### config.mk
export PLATFORM = sky130hd
export DESIGN_NAME = rsi_sqrt
export DESIGN_NICKNAME = d
export VERILOG_FILES = /design/src/assert_macros.svh /design/src/rsi_pkg.sv /design/src/rsi_sqrt.sv
export SDC_FILE = /design/constraint.sdc
export NUM_CORES = 2
export LEC_CHECK = 0
export ABC_AREA = 1
export BUFFER_PORTS_ARGS = -buffer_cell sky130_fd_sc_hd__buf_2
export CORE_ASPECT_RATIO = 0.75
export CORE_UTILIZATION = 34
export CTS_CLUSTER_DIAMETER = 50
export DETAILED_ROUTE_END_ITERATION = 10
export PLACE_DENSITY = 0.57
export SKIP_LAST_GASP = 1
export SLEW_MARGIN = 10
export SYNTH_ARGS = -nofsm -noshare
export SYNTH_HDL_FRONTEND = slang
export SYNTH_SLANG_ARGS = --single-unit
export TNS_END_PERCENT = 20
### constraint.sdc
create_clock -name i_clk -period 13.2 [get_ports i_clk]
set_clock_uncertainty 0.2 [all_clocks]
set_input_delay 0.66 -clock i_clk [delete_from_list [all_inputs] [get_ports i_clk]]
set_output_delay 0.66 -clock i_clk [all_outputs]
set_load 0.005 [all_outputs]
### src/assert_macros.svh
// ----------------------------------------------------------------------------
// Assertion macros
// Shared concurrent assertion wrappers, clocked and reset-qualified.
// ----------------------------------------------------------------------------
`ifndef ASSERT_MACROS_SVH
`define ASSERT_MACROS_SVH

// same-cycle implication
`define RSI_ASSERT_SAME(label, clk, rst_n, ante, cons, msg) \
    label: assert property (@(posedge clk) disable iff (!rst_n) (ante) |-> (cons)) \
        else $error(msg);

// next-cycle implication
`define RSI_ASSERT_NEXT(label, clk, rst_n, ante, cons, msg) \
    label: assert property (@(posedge clk) disable iff (!rst_n) (ante) |=> (cons)) \
        else $error(msg);

`endif

### src/rsi_pkg.sv
// ----------------------------------------------------------------------------
// rsi_pkg
// Shared types and constants of the ray / sphere intersection pipeline.
// ----------------------------------------------------------------------------
package rsi_pkg;

    // integer bits of the Q2.F direction components
    localparam int DIR_INT_BITS = 2;

    // discriminant status carried down the square-root pipe
    typedef struct packed {
        logic hit;
        logic tangent;
    } t_flags;

endpackage

### src/rsi_sqrt.sv
// ----------------------------------------------------------------------------
// rsi_sqrt
// Pipelined floor square root, four result bits per stage, then t = -b - s
// with saturation in the output register.
// ----------------------------------------------------------------------------
module rsi_sqrt import rsi_pkg::*; #(
    parameter  int COORD_BITS = 24,
    localparam int BW         = COORD_BITS + 5,
    localparam int RDW        = 2 * COORD_BITS + 10,
    localparam int DISTW      = COORD_BITS + 4
) (
    input  logic                    i_clk,
    input  logic                    i_rst_n,
    input  logic                    i_adv,
    input  logic                    i_valid,
    input  logic signed [BW-1:0]    i_b,
    input  logic        [RDW-1:0]   i_rad,
    input  t_flags                  i_flags,
    output logic                    o_valid,
    output logic                    o_hit,
    output logic                    o_tangent,
    output logic signed [DISTW-1:0] o_distance
);

    localparam int STEPS = 4;
    localparam int QW    = RDW / 2;
    localparam int NST   = (QW + STEPS - 1) / STEPS;
    localparam int QPW   = NST * STEPS;
    localparam int PRW   = 2 * QPW;
    localparam int REMW  = QPW + 3;
    localparam int TW    = COORD_BITS + 7;
    localparam logic signed [TW-1:0] T_MAX =
        {{(TW - DISTW + 1){1'b0}}, {(DISTW - 1){1'b1}}};
    localparam logic signed [TW-1:0] T_MIN =
        {{(TW - DISTW + 1){1'b1}}, {(DISTW - 1){1'b0}}};

    logic [NST-1:0] r_vld;

    logic        [REMW-1:0] r_rem   [NST];
    logic        [QPW-1:0]  r_root  [NST];
    logic        [PRW-1:0]  r_rad   [NST];
    logic signed [BW-1:0]   r_b     [NST];
    t_flags                 r_flags [NST];

    logic        [REMW-1:0] c_rem  [NST];
    logic        [QPW-1:0]  c_root [NST];
    logic        [PRW-1:0]  c_rad  [NST];
    logic        [REMW-1:0] n_rem  [NST];
    logic        [QPW-1:0]  n_root [NST];
    logic        [PRW-1:0]  n_rad  [NST];

    logic                    r_out_vld;
    logic                    r_hit;
    logic                    r_tan;
    logic signed [DISTW-1:0] r_dist;

    logic signed [TW-1:0] n_root_ext;
    logic signed [TW-1:0] n_b_ext;
    logic signed [TW-1:0] n_t;
    logic signed [TW-1:0] n_sat;

    // stage inputs
    always_comb begin
        c_rem[0]  = '0;
        c_root[0] = '0;
        c_rad[0]  = PRW'(i_rad);
        for (int s = 1; s < NST; s++) begin
            c_rem[s]  = r_rem[s-1];
            c_root[s] = r_root[s-1];
            c_rad[s]  = r_rad[s-1];
        end
    end

    // restoring digit-by-digit root, STEPS bits per stage
    always_comb begin
        logic [REMW-1:0] rem;
        logic [QPW-1:0]  root;
        logic [PRW-1:0]  rad;
        logic [REMW-1:0] trial;
        for (int s = 0; s < NST; s++) begin
            rem  = c_rem[s];
            root = c_root[s];
            rad  = c_rad[s];
            for (int k = 0; k < STEPS; k++) begin
                rem   = {rem[REMW-3:0], rad[PRW-1 -: 2]};
                rad   = rad << 2;
                trial = REMW'({root, 2'b01});
                if (rem >= trial) begin
                    rem  = rem - trial;
                    root = {root[QPW-2:0], 1'b1};
                end else begin
                    root = {root[QPW-2:0], 1'b0};
                end
            end
            n_rem[s]  = rem;
            n_root[s] = root;
            n_rad[s]  = rad;
        end
    end

    always_comb begin
        n_root_ext = TW'(r_root[NST-1][QW-1:0]);
        n_b_ext    = TW'(r_b[NST-1]);
        n_t        = -n_b_ext - n_root_ext;
        if (n_t > T_MAX) begin
            n_sat = T_MAX;
        end else if (n_t < T_MIN) begin
            n_sat = T_MIN;
        end else begin
            n_sat = n_t;
        end
    end

    always_ff @(posedge i_clk) begin
        if (!i_rst_n) begin
            r_vld     <= '0;
            r_out_vld <= 1'b0;
        end else if (i_adv) begin
            r_vld     <= {r_vld[NST-2:0], i_valid};
            r_out_vld <= r_vld[NST-1];
        end
    end

    always_ff @(posedge i_clk) begin
        if (i_adv) begin
            for (int s = 0; s < NST; s++) begin
                r_rem[s]  <= n_rem[s];
                r_root[s] <= n_root[s];
                r_rad[s]  <= n_rad[s];
            end
            r_b[0]     <= i_b;
            r_flags[0] <= i_flags;
            for (int s = 1; s < NST; s++) begin
                r_b[s]     <= r_b[s-1];
                r_flags[s] <= r_flags[s-1];
            end
            r_hit  <= r_flags[NST-1].hit;
            r_tan  <= r_flags[NST-1].tangent;
            r_dist <= r_flags[NST-1].hit ? n_sat[DISTW-1:0] : '0;
        end
    end

    assign o_valid    = r_out_vld;
    assign o_hit      = r_hit;
    assign o_tangent  = r_tan;
    assign o_distance = r_dist;

endmodule

==> metrics.csv <==
stage,metric,value,unit
run_status,outcome,"complete, no violations",
timing,worst_hold_slack,158,ps
detailed_routing,wirelength,275000,um
power_and_ir_drop,ir_drop,0.000222,V
die,pin_count,124,
logic_synthesis,avgSynthCellArea,6.91,sq um
detailed_routing,via_count,73700,
detailed_routing,antenna_left,0,
logic_synthesis,muxShareOfSynthArea,0.0400,%
run,maxCapViolations,0,
timing,relSlewSlack,27.5,%
finish,fillCellCount,23300,
global_routing,grt_antenna_before_repair,6,
finish,final_cell_mix,"nand2_1, inv_1, nor2_1",
logic_synthesis,yosys.area_share.simple,33.6,%
die,die_h,409,um
logic_synthesis,synth_cell_types,64,
critical_path,arrival,12770,ps
placement,dpl.hpwl,228000,um
timing,finalHoldViolCount,0,
logic_synthesis,syn_inst,10900,
logic_synthesis,async_reset_ff_share,0,%
finish,area_growth,11.2,%
finish,antenna_cells,0,
die,die_w,545,um
timing,worstMarginPinSlew,1090,ps
clock_network,cts_max_path_buffers,3,
clock_network,clk_latency,730,ps
logic_synthesis,yosysWarnings,0,
critical_path,crit_path_end_kind,flop,
clock_network,root_buffer,clkbuf_16,
detailed_routing,routedWlPerCell,19.5,um
clock_network,cts_tree,yes,
logic_synthesis,synth_edf_count,823,
critical_path,cp_slowest_cell,edfxtp_1,
power_and_ir_drop,p_leak,0.0380,uW
logic_synthesis,synth_area,0.0751,sq mm
global_routing,grt_pass1_vias,67700,
logic_synthesis,synth_nets,11500,
logic_synthesis,synth_seq_cells,832,
timing,finalMaxSlewViolations,0,
finish,final_common_cell,nand2_1,
global_routing,grt_max_degree,179,
timing,setup_ws,696,ps
worst_hold_path,hp-class,flop to flop,
detailed_routing,post-route-drc-count,0,
clock_network,path_clk_slew,60,ps
clock_network,cts_buffers,103,
critical_path,worstPathMaxFanout,38,
die,initial_core_util,34.4,%
timing,setup_viol_count_final,0,
logic_synthesis,synth_top_area_share,32.9,%
placement,post-place-cells,13800,
placement,gp_congestion,0.999,
timing,rsz0062_at_grt,no,
placement,place_ws,905,ps
die,die_area,0.223,sq mm
finish,fin_area,0.0834,sq mm
critical_path,cpMostUsedCell,o21ai_0,
die,design.core.area,0.218,sq mm
global_routing,grt_overflow,0,
placement,io_buffers,123,
detailed_routing,routed_via_density,5.22,
logic_synthesis,synth_top_family_by_area,simple AND/OR/NAND/NOR gates,
logic_synthesis,synth_fa_ha_area_share,8.78,%
global_routing,grt.total_usage,24.1,%
timing,fin_tns_setup,0,ps
detailed_routing,drt_first_pass_iters,7,
detailed_routing,dr.first_iter.drc_count,8014,
finish,layoutNonFillerInstCount,14100,
logic_synthesis,ys_top_cells_by_area,"edfxtp_1, nand2_1, ha_1",
clock_network,clkSinkCount,832,
timing,post-route-period-util,94.7,%
critical_path,crit_type,flop to flop,
die,num_rows,148,
logic_synthesis,seq_area_frac_synth,33.2,%
logic_synthesis,synth_xor_area_share,5.18,%
finish,drive_gt1_share,5.56,%
finish,nNetsFinal,11700,
logic_synthesis,synth_compound_area_share,10.6,%
timing,max_freq,80.0,MHz
critical_path,cp-start-kind,flop,
placement,placed_area,0.0790,sq mm
global_routing,grt_pass1_wl,415000,um
critical_path,worst_ep_required_time,13460,ps
timing,fin_crit,12500,ps
critical_path,slowest_delay,780,ps
logic_synthesis,synth_ff_type,edfxtp_1,
power_and_ir_drop,power_density,240,mW/mm^2
logic_synthesis,yosysTopAreaCell,edfxtp_1,
clock_network,cts_max_level,3,
==> repair_timing <==
action	CTS	global route
resized for setup	0	1
hold endpoints to repair	97	0
setup endpoints to repair	0	33
buffers inserted	0	0
hold buffers	93	0
==> routing by layer <==
| metal | global-route usage [%] | routed length, um | up-vias |
|---|---|---|---|
| met4 | 4.17 | 4570 | 2 |
| met3 | 3.57 | 20700 | 261 |
| met2 | 34.6 | 111000 | 2696 |
| met1 | 37.8 | 139000 | 34500 |
| met5 | 0 | 15 | - |
| li1 | - | - | 36300 |
==> state kept, by name (all words and copies together), names as in the netlist <==
| register | flops |
|---|---|
| o_valid | 1 |
| o_hit | 1 |
| r_b | 232 |
| o_distance | 28 |
| r_vld | 8 |
| r_rem | 201 |
| r_root | 120 |
| o_tangent | 1 |
| r_flags | 16 |
| r_rad | 224 |
==> per-stage QoR <==
stage                     power, uW  util (%)
after detailed placement      16900      36.2
after global placement        16900      36.2
after CTS                     19800      38.2
after global routing          21700      38.2
after floorplan               12800         -
final                         20100      38.2
==> final timing paths <==
check           startpoint  cells past startpoint  slack [ps]            to
min reg2reg   r_rad[0][30]                      0         160  r_rad[1][38]
min           r_rad[0][30]                      0         160  r_rad[1][38]
max          r_root[1][33]                     49         700   r_rem[6][9]
max reg2reg  r_root[1][33]                     49         700   r_rem[6][9]
==> worst max-delay path, delay by kind of cell, from the launching register on <==
family          cells  cell delay [ps]
simple gates       23             4470
buf+inv            11             2150
flops               1              780
compound gates     11             2830
fa+ha+maj           4             1740
==> area by class of cell <==
| class | count | area (sq um) | area share (%) |
|---|---|---|---|
| clock buffers | 111 | 2630 | 3.15 |
| well taps | 2925 | 3660 | 4.39 |
| multi-input cells | 8376 | 43700 | 52.4 |
| inverters | 1508 | 5660 | 6.79 |
| clock inverters | 83 | 823 | 0.987 |
| flip-flops and latches | 832 | 24900 | 29.8 |
| repair buffers | 276 | 2040 | 2.45 |
==> cells by family (layout without fill, tap and decap cells) <==
family	after synthesis	in the layout
and+or+nand+nor	5923	5923
adders and majority gates	526	526
xor gates and xnor gates	444	444
DFF	832	832
muxes	3	3
AOI/OAI and AO/OA	1479	1479
other	1	1
buffers and inverters	1648	1978
==> report_power, final <==
| part | leakage (uW) | total, uW | internal [uW] | switching (uW) |
|---|---|---|---|---|
| registers | 0.00800 | 3820 | 3500 | 322 |
| clock network | 0.00168 | 2820 | 1550 | 1270 |
| logic | 0.0283 | 13400 | 4040 | 9380 |
| total | 0.0380 | 20100 | 9090 | 11000 |
==> synthesized netlist by cell type (137+ instances only) <==
master	n
edfxtp_1	823
nand4_1	189
xor2_1	189
a21oi_1	581
o21ai_0	627
inv_1	1472
nand3_1	775
nand2_1	3235
ha_1	525
nor3_1	137
xnor2_1	255
nor2_1	1238
Note: power is estimated with default switching activity, not from simulation.
