===== src/assert_macros.svh =====
// ----------------------------------------------------------------------------
// Assertion macros
// Shared concurrent assertion wrappers, clocked and reset-qualified.
// ----------------------------------------------------------------------------
`ifndef ASSERT_MACROS_SVH
`define ASSERT_MACROS_SVH

// same-cycle implication
`define RSI_ASSERT_SAME(label, clk, rst_n, ante, cons, msg) \
    label: assert property (@(posedge clk) disable iff (!rst_n) (ante) |-> (cons)) \
        else $error(msg);

// next-cycle implication
`define RSI_ASSERT_NEXT(label, clk, rst_n, ante, cons, msg) \
    label: assert property (@(posedge clk) disable iff (!rst_n) (ante) |=> (cons)) \
        else $error(msg);

`endif


===== src/rsi_pkg.sv =====
// ----------------------------------------------------------------------------
// rsi_pkg
// Shared types and constants of the ray / sphere intersection pipeline.
// ----------------------------------------------------------------------------
package rsi_pkg;

    // integer bits of the Q2.F direction components
    localparam int DIR_INT_BITS = 2;

    // discriminant status carried down the square-root pipe
    typedef struct packed {
        logic hit;
        logic tangent;
    } t_flags;

endpackage


===== src/rsi_disc.sv =====
// ----------------------------------------------------------------------------
// rsi_disc
// Two stages: b*b and r*r, then delta = b*b - v.v + r*r with hit/tangent.
// ----------------------------------------------------------------------------
module rsi_disc import rsi_pkg::*; #(
    parameter  int COORD_BITS = 24,
    localparam int BW         = COORD_BITS + 5,
    localparam int VVW        = 2 * COORD_BITS + 2,
    localparam int RADW       = COORD_BITS - 1,
    localparam int RDW        = 2 * COORD_BITS + 10
) (
    input  logic                 i_clk,
    input  logic                 i_rst_n,
    input  logic                 i_adv,
    input  logic                 i_valid,
    input  logic signed [BW-1:0] i_b,
    input  logic        [VVW-1:0] i_vv,
    input  logic        [RADW-1:0] i_radius,
    output logic                 o_valid,
    output logic signed [BW-1:0] o_b,
    output logic        [RDW-1:0] o_rad,
    output t_flags               o_flags
);

    localparam int BBW = 2 * COORD_BITS + 9;
    localparam int RRW = 2 * RADW;
    localparam int DLW = RDW + 1;

    logic [1:0] r_vld;

    logic signed [BW-1:0]  r_b4;
    logic        [BBW-1:0] r_bb;
    logic        [RRW-1:0] r_rr;
    logic        [VVW-1:0] r_vv4;
    logic signed [BW-1:0]  r_b5;
    logic        [RDW-1:0] r_rad;
    t_flags                r_flags;

    logic signed [2*BW-1:0] n_bbf;
    logic        [DLW-1:0]  n_delta;
    t_flags                 n_flags;

    always_comb begin
        n_bbf           = (2 * BW)'(i_b) * (2 * BW)'(i_b);
        n_delta         = DLW'(r_bb) + DLW'(r_rr) - DLW'(r_vv4);
        n_flags.hit     = !n_delta[DLW-1];
        n_flags.tangent = (n_delta == '0);
    end

    always_ff @(posedge i_clk) begin
        if (!i_rst_n) begin
            r_vld <= '0;
        end else if (i_adv) begin
            r_vld <= {r_vld[0], i_valid};
        end
    end

    always_ff @(posedge i_clk) begin
        if (i_adv) begin
            r_b4    <= i_b;
            r_bb    <= n_bbf[BBW-1:0];
            r_rr    <= RRW'(i_radius) * RRW'(i_radius);
            r_vv4   <= i_vv;
            r_b5    <= r_b4;
            r_rad   <= n_flags.hit ? n_delta[RDW-1:0] : '0;
            r_flags <= n_flags;
        end
    end

    assign o_valid = r_vld[1];
    assign o_b     = r_b5;
    assign o_rad   = r_rad;
    assign o_flags = r_flags;

endmodule


===== config.mk =====
export PLATFORM = sky130hd
export DESIGN_NAME = rsi_disc
export DESIGN_NICKNAME = d
export VERILOG_FILES = /design/src/assert_macros.svh /design/src/rsi_pkg.sv /design/src/rsi_disc.sv
export SDC_FILE = /design/constraint.sdc
export NUM_CORES = 2
export LEC_CHECK = 0
export BUFFER_PORTS_ARGS = -buffer_cell sky130_fd_sc_hd__buf_2
export CORE_MARGIN = 1
export CORE_UTILIZATION = 30
export DETAILED_ROUTE_END_ITERATION = 8
export GPL_TIMING_DRIVEN = 0
export REMOVE_ABC_BUFFERS = 1
export SKIP_CTS_REPAIR_TIMING = 1
export SYNTH_ARGS = -nofsm -noshare
export SYNTH_HDL_FRONTEND = slang
export SYNTH_SLANG_ARGS = --single-unit

===== constraint.sdc =====
create_clock -name i_clk -period 11.25 [get_ports i_clk]
set_clock_uncertainty 0.2 [all_clocks]
set_input_delay 2.25 -clock i_clk [delete_from_list [all_inputs] [get_ports i_clk]]
set_output_delay 2.25 -clock i_clk [all_outputs]
set_load 0.03 [all_outputs]

==> load_flow_metrics.sql <==
INSERT INTO impl_metrics (metric_group, metric, value, unit) VALUES
('outcome', 'outcome', 'finished clean', ''),
('synth', 'ys_ff_latch', '270', ''),
('floorplan', 'num_io_pins', '196', ''),
('global_routing', 'grt_pass1_vias', '40700', ''),
('worst_setup_path', 'cp_data_required_time', '11.38', 'ns'),
('synth', 'postSynth.topFlopCell', 'sky130_fd_sc_hd__edfxtp_1', ''),
('hold_path', 'worstHoldStart', 'r_b4[18]$_DFFE_PP_', ''),
('synth', 'post_synth_inst_count', '5508', ''),
('routing', 'remaining_drc_errors', '0', ''),
('routing', 'detail-route-antenna-nets', '0', ''),
('sta', 'timing.setup.tns', '0', 'ns'),
('layout', 'most_used_cells_in_the_layout_excluding_fill_and_tap_cells', '1625 x sky130_fd_sc_hd__inv_1, 1259 x sky130_fd_sc_hd__fa_1, 417 x sky130_fd_sc_hd__nand2_1, 402 x sky130_fd_sc_hd__ha_1, 296 x sky130_fd_sc_hd__and2_1', ''),
('floorplan', 'floorplan.rows', '157', ''),
('global_routing', 'antenna_found_initial', '18', ''),
('sta', 'period_share', '0.963', ''),
('synth', 'synth.avg_cell_area', '10.1', 'um^2'),
('sta', 'post-route-min-period', '10.83', 'ns'),
('sta', 'worst_pin_slew', '1.16', 'ns'),
('sta', 'fmax', '92.3', 'MHz'),
('layout', 'ff_latch_area', '8090', 'um^2'),
('clock_tree', 'htree_levels', '2', ''),
('floorplan', 'floorplan.die.height', '432', 'um'),
('layout', 'drive_above_1_share', '0.0563', ''),
('worst_setup_path', 'end_kind', 'flop', ''),
('sta', 'slew_headroom', '0.223', ''),
('worst_setup_path', 'critPathTopFamily', 'adder cells', ''),
('synth', 'post_synth_cell_types', '77', ''),
('worst_setup_path', 'critical-path-max-stage-delay', '0.61', 'ns'),
('routing', 'dr_total_vias', '36500', ''),
('clock_tree', 'cts.root.buffer_cell', 'sky130_fd_sc_hd__clkbuf_16', ''),
('global_routing', 'grt_overflow', '0', ''),
('synth', 'synth_async_sr_flop_share', '0', ''),
('placement', 'placement.cell_area', '58900', 'um^2'),
('placement', 'detailed_place_hpwl', '117000', 'um'),
('sta', 'setup-violations-final', '0', ''),
('worst_setup_path', 'worstPathMaxFanout', '27', ''),
('routing', 'via_per_inst', '4.50', ''),
('layout', 'post-route-cell-area', '60400', 'um^2'),
('placement', 'buffer_ports.inserted', '195', ''),
('layout', 'mostFrequentLayoutCell', 'sky130_fd_sc_hd__inv_1', ''),
('worst_setup_path', 'timing.rr.start', 'r_bb[16]$_DFFE_PP_', ''),
('global_routing', 'global_route.usage.total', '0.157', ''),
('clock_tree', 'cts-buffers-inserted', '38', ''),
('worst_setup_path', 'critical_path.slowest_cell', 'sky130_fd_sc_hd__buf_2', ''),
('worst_setup_path', 'worst_setup_path_start_kind', 'primary input', ''),
('layout', 'layout-area-overhead-vs-synth', '8.97', '%'),
('placement', 'gpl.final_weighted_congestion', '0.888', ''),
('worst_setup_path', 'cp_num_cells', '30', ''),
('worst_setup_path', 'cp_data_arrival_time', '10.96', 'ns'),
('layout', 'fill_cells', '18800', ''),
('sta', 'unrepaired_setup_endpoints_after_global_routing', 'false', ''),
('worst_setup_path', 'timing.critical_path.mode_cell', 'sky130_fd_sc_hd__fa_1', ''),
('floorplan', 'die_width', '432', 'um'),
('routing', 'drt_first_pass_iters', '5', ''),
('synth', 'synth_enable_flop_cells', '268', ''),
('worst_setup_path', 'cp_num_buf_inv', '8', ''),
('synth', 'synth_seq_area_share', '0.146', ''),
('sta', 'finalMaxSlewViolations', '0', ''),
('hold_path', 'holdCritPathClass', 'reg2reg', ''),
('sta', 'finalHoldViolations', '0', ''),
('synth', 'ys.warnings.count', '0', ''),
('global_routing', 'grt_first_pass_wirelength', '226000', 'um'),
('floorplan', 'die_area', '186000', 'um^2'),
('global_routing', 'grt_start_max_net_pins', '117', ''),
('routing', 'routed_wirelength', '140000', 'um'),
('routing', 'detailed_router_s_first_iteration_violation_count', '1781', ''),
('floorplan', 'floorplan.initialDensity', '0.302', ''),
('worst_setup_path', 'crit_start', 'i_b[21]', ''),
('clock_tree', 'clock_tree.buffer_depth', '3', ''),
('routing', 'routed_wire_length_per_instance', '17.3', 'um'),
('run', 'drv_cap', '0', '');
[logic make-up (layout without fill, tap and decap cells)]
logic type	Yosys count	in the layout	share of synthesized area
buffers and inverters	1796	1920	0.122
adders and majority gates	1662	1662	0.546
and+or+nand+nor	1120	1120	0.0994
AOI/OAI and AO/OA	466	466	0.0556
DFF	270	270	0.146
xor gates and xnor gates	183	183	0.0289
muxes	10	10	0.00185
other	1	5	0.0000677
[sequential cells by signal, indices dropped and copies added (netlist names)]
register  count
o_flags       2
r_bb         55
r_b4         29
r_vv4        50
r_rr         45
o_b          29
r_vld         2
o_rad        58
[metrics by stage]
step,instances,utilization,worst slack [ns]
floorplan,5345,-,0.688
global placement,8004,0.321,-2.02
detailed placement,8007,0.321,-2.03
CTS,8075,0.328,-1.38
global route,8096,0.329,0.0109
finish,8100,0.329,0.415
[worst reg2reg max path, stage by stage (launching register included)]
cell	delay, ns
sky130_fd_sc_hd__edfxtp_1	0.32
sky130_fd_sc_hd__inv_1	0.07
sky130_fd_sc_hd__fa_1	0.54
sky130_fd_sc_hd__inv_1	0.04
sky130_fd_sc_hd__ha_1	0.43
sky130_fd_sc_hd__a21oi_1	0.54
sky130_fd_sc_hd__o2111ai_1	0.25
sky130_fd_sc_hd__a2111oi_0	0.43
sky130_fd_sc_hd__o2111ai_1	0.16
sky130_fd_sc_hd__nor4_1	0.37
sky130_fd_sc_hd__nand4_1	0.29
sky130_fd_sc_hd__nor4_1	0.53
sky130_fd_sc_hd__nand4_1	0.15
sky130_fd_sc_hd__nor4_1	0.58
sky130_fd_sc_hd__nand4_1	0.34
sky130_fd_sc_hd__nor4_2	0.50
[synthesized netlist by cell type (5+ instances only)]
library cell / n / share of area
sky130_fd_sc_hd__inv_1: 1631 / 0.11
sky130_fd_sc_hd__fa_1: 1260 / 0.46
sky130_fd_sc_hd__nand2_1: 417 / 0.028
sky130_fd_sc_hd__ha_1: 402 / 0.091
sky130_fd_sc_hd__and2_1: 296 / 0.033
sky130_fd_sc_hd__edfxtp_1: 268 / 0.15
sky130_fd_sc_hd__nor2_1: 182 / 0.012
sky130_fd_sc_hd__clkbuf_1: 151 / 0.010
sky130_fd_sc_hd__a21oi_1: 145 / 0.013
sky130_fd_sc_hd__xnor2_1: 121 / 0.019
sky130_fd_sc_hd__a21o_1: 91 / 0.012
sky130_fd_sc_hd__o21ai_0: 70 / 0.0063
sky130_fd_sc_hd__xor2_1: 62 / 0.0098
sky130_fd_sc_hd__nor2b_1: 49 / 0.0055
sky130_fd_sc_hd__nand2b_1: 36 / 0.0041
sky130_fd_sc_hd__nand4_1: 34 / 0.0038
sky130_fd_sc_hd__nand3_1: 28 / 0.0025
sky130_fd_sc_hd__o21a_1: 24 / 0.0033
sky130_fd_sc_hd__nor3_1: 19 / 0.0017
sky130_fd_sc_hd__o21bai_1: 17 / 0.0023
sky130_fd_sc_hd__and3_1: 16 / 0.0018
sky130_fd_sc_hd__a211oi_1: 14 / 0.0019
sky130_fd_sc_hd__a31oi_1: 14 / 0.0016
sky130_fd_sc_hd__nor4_1: 9 / 0.0010
sky130_fd_sc_hd__buf_2: 8 / 0.00072
sky130_fd_sc_hd__mux2i_1: 8 / 0.0014
sky130_fd_sc_hd__o31ai_1: 8 / 0.0011
sky130_fd_sc_hd__a31o_2: 7 / 0.0011
sky130_fd_sc_hd__and4_1: 7 / 0.0011
sky130_fd_sc_hd__o211ai_1: 7 / 0.00095
sky130_fd_sc_hd__a2111oi_0: 6 / 0.00095
sky130_fd_sc_hd__a221oi_1: 6 / 0.00095
sky130_fd_sc_hd__a211o_1: 5 / 0.00079
sky130_fd_sc_hd__a41oi_1: 5 / 0.00079
sky130_fd_sc_hd__o21ai_1: 5 / 0.00045
sky130_fd_sc_hd__or3_1: 5 / 0.00056
[final timing paths]
| check | to | slack, ns |
|---|---|---|
| worst max-delay path | r_bb[45]$_DFFE_PP_ | 0.42 |
| worst min-delay path | o_b[18]$_DFFE_PP_ | 0.21 |
| worst max register to register | o_flags[0]$_DFFE_PP_ | 5.28 |
| worst min register to register | o_b[18]$_DFFE_PP_ | 0.21 |
[area by class of cell]
type | count | area share
antenna | 4 | 0.000166
clock buffer | 45 | 0.0165
tap | 2464 | 0.0511
timing repair buffer | 218 | 0.0207
inverter | 1633 | 0.102
clock inverter | 23 | 0.00334
timing repair inverter | 1 | 0.0000829
multi-input combinational | 3442 | 0.672
sequential | 270 | 0.134
[per-layer routing]
layer / wire [um] / GRT usage / vias to the layer above
met3: 7140 / 0.0183 / 169
li1: - / - / 16600
met1: 56300 / 0.196 / 18900
met4: 4770 / 0.0482 / 4
met5: 31 / 0 / -
met2: 71800 / 0.280 / 811
Power is left out: the tool's default activity adds up to more than one toggle a clock period on the data nets, which glitch-free logic cannot reach.
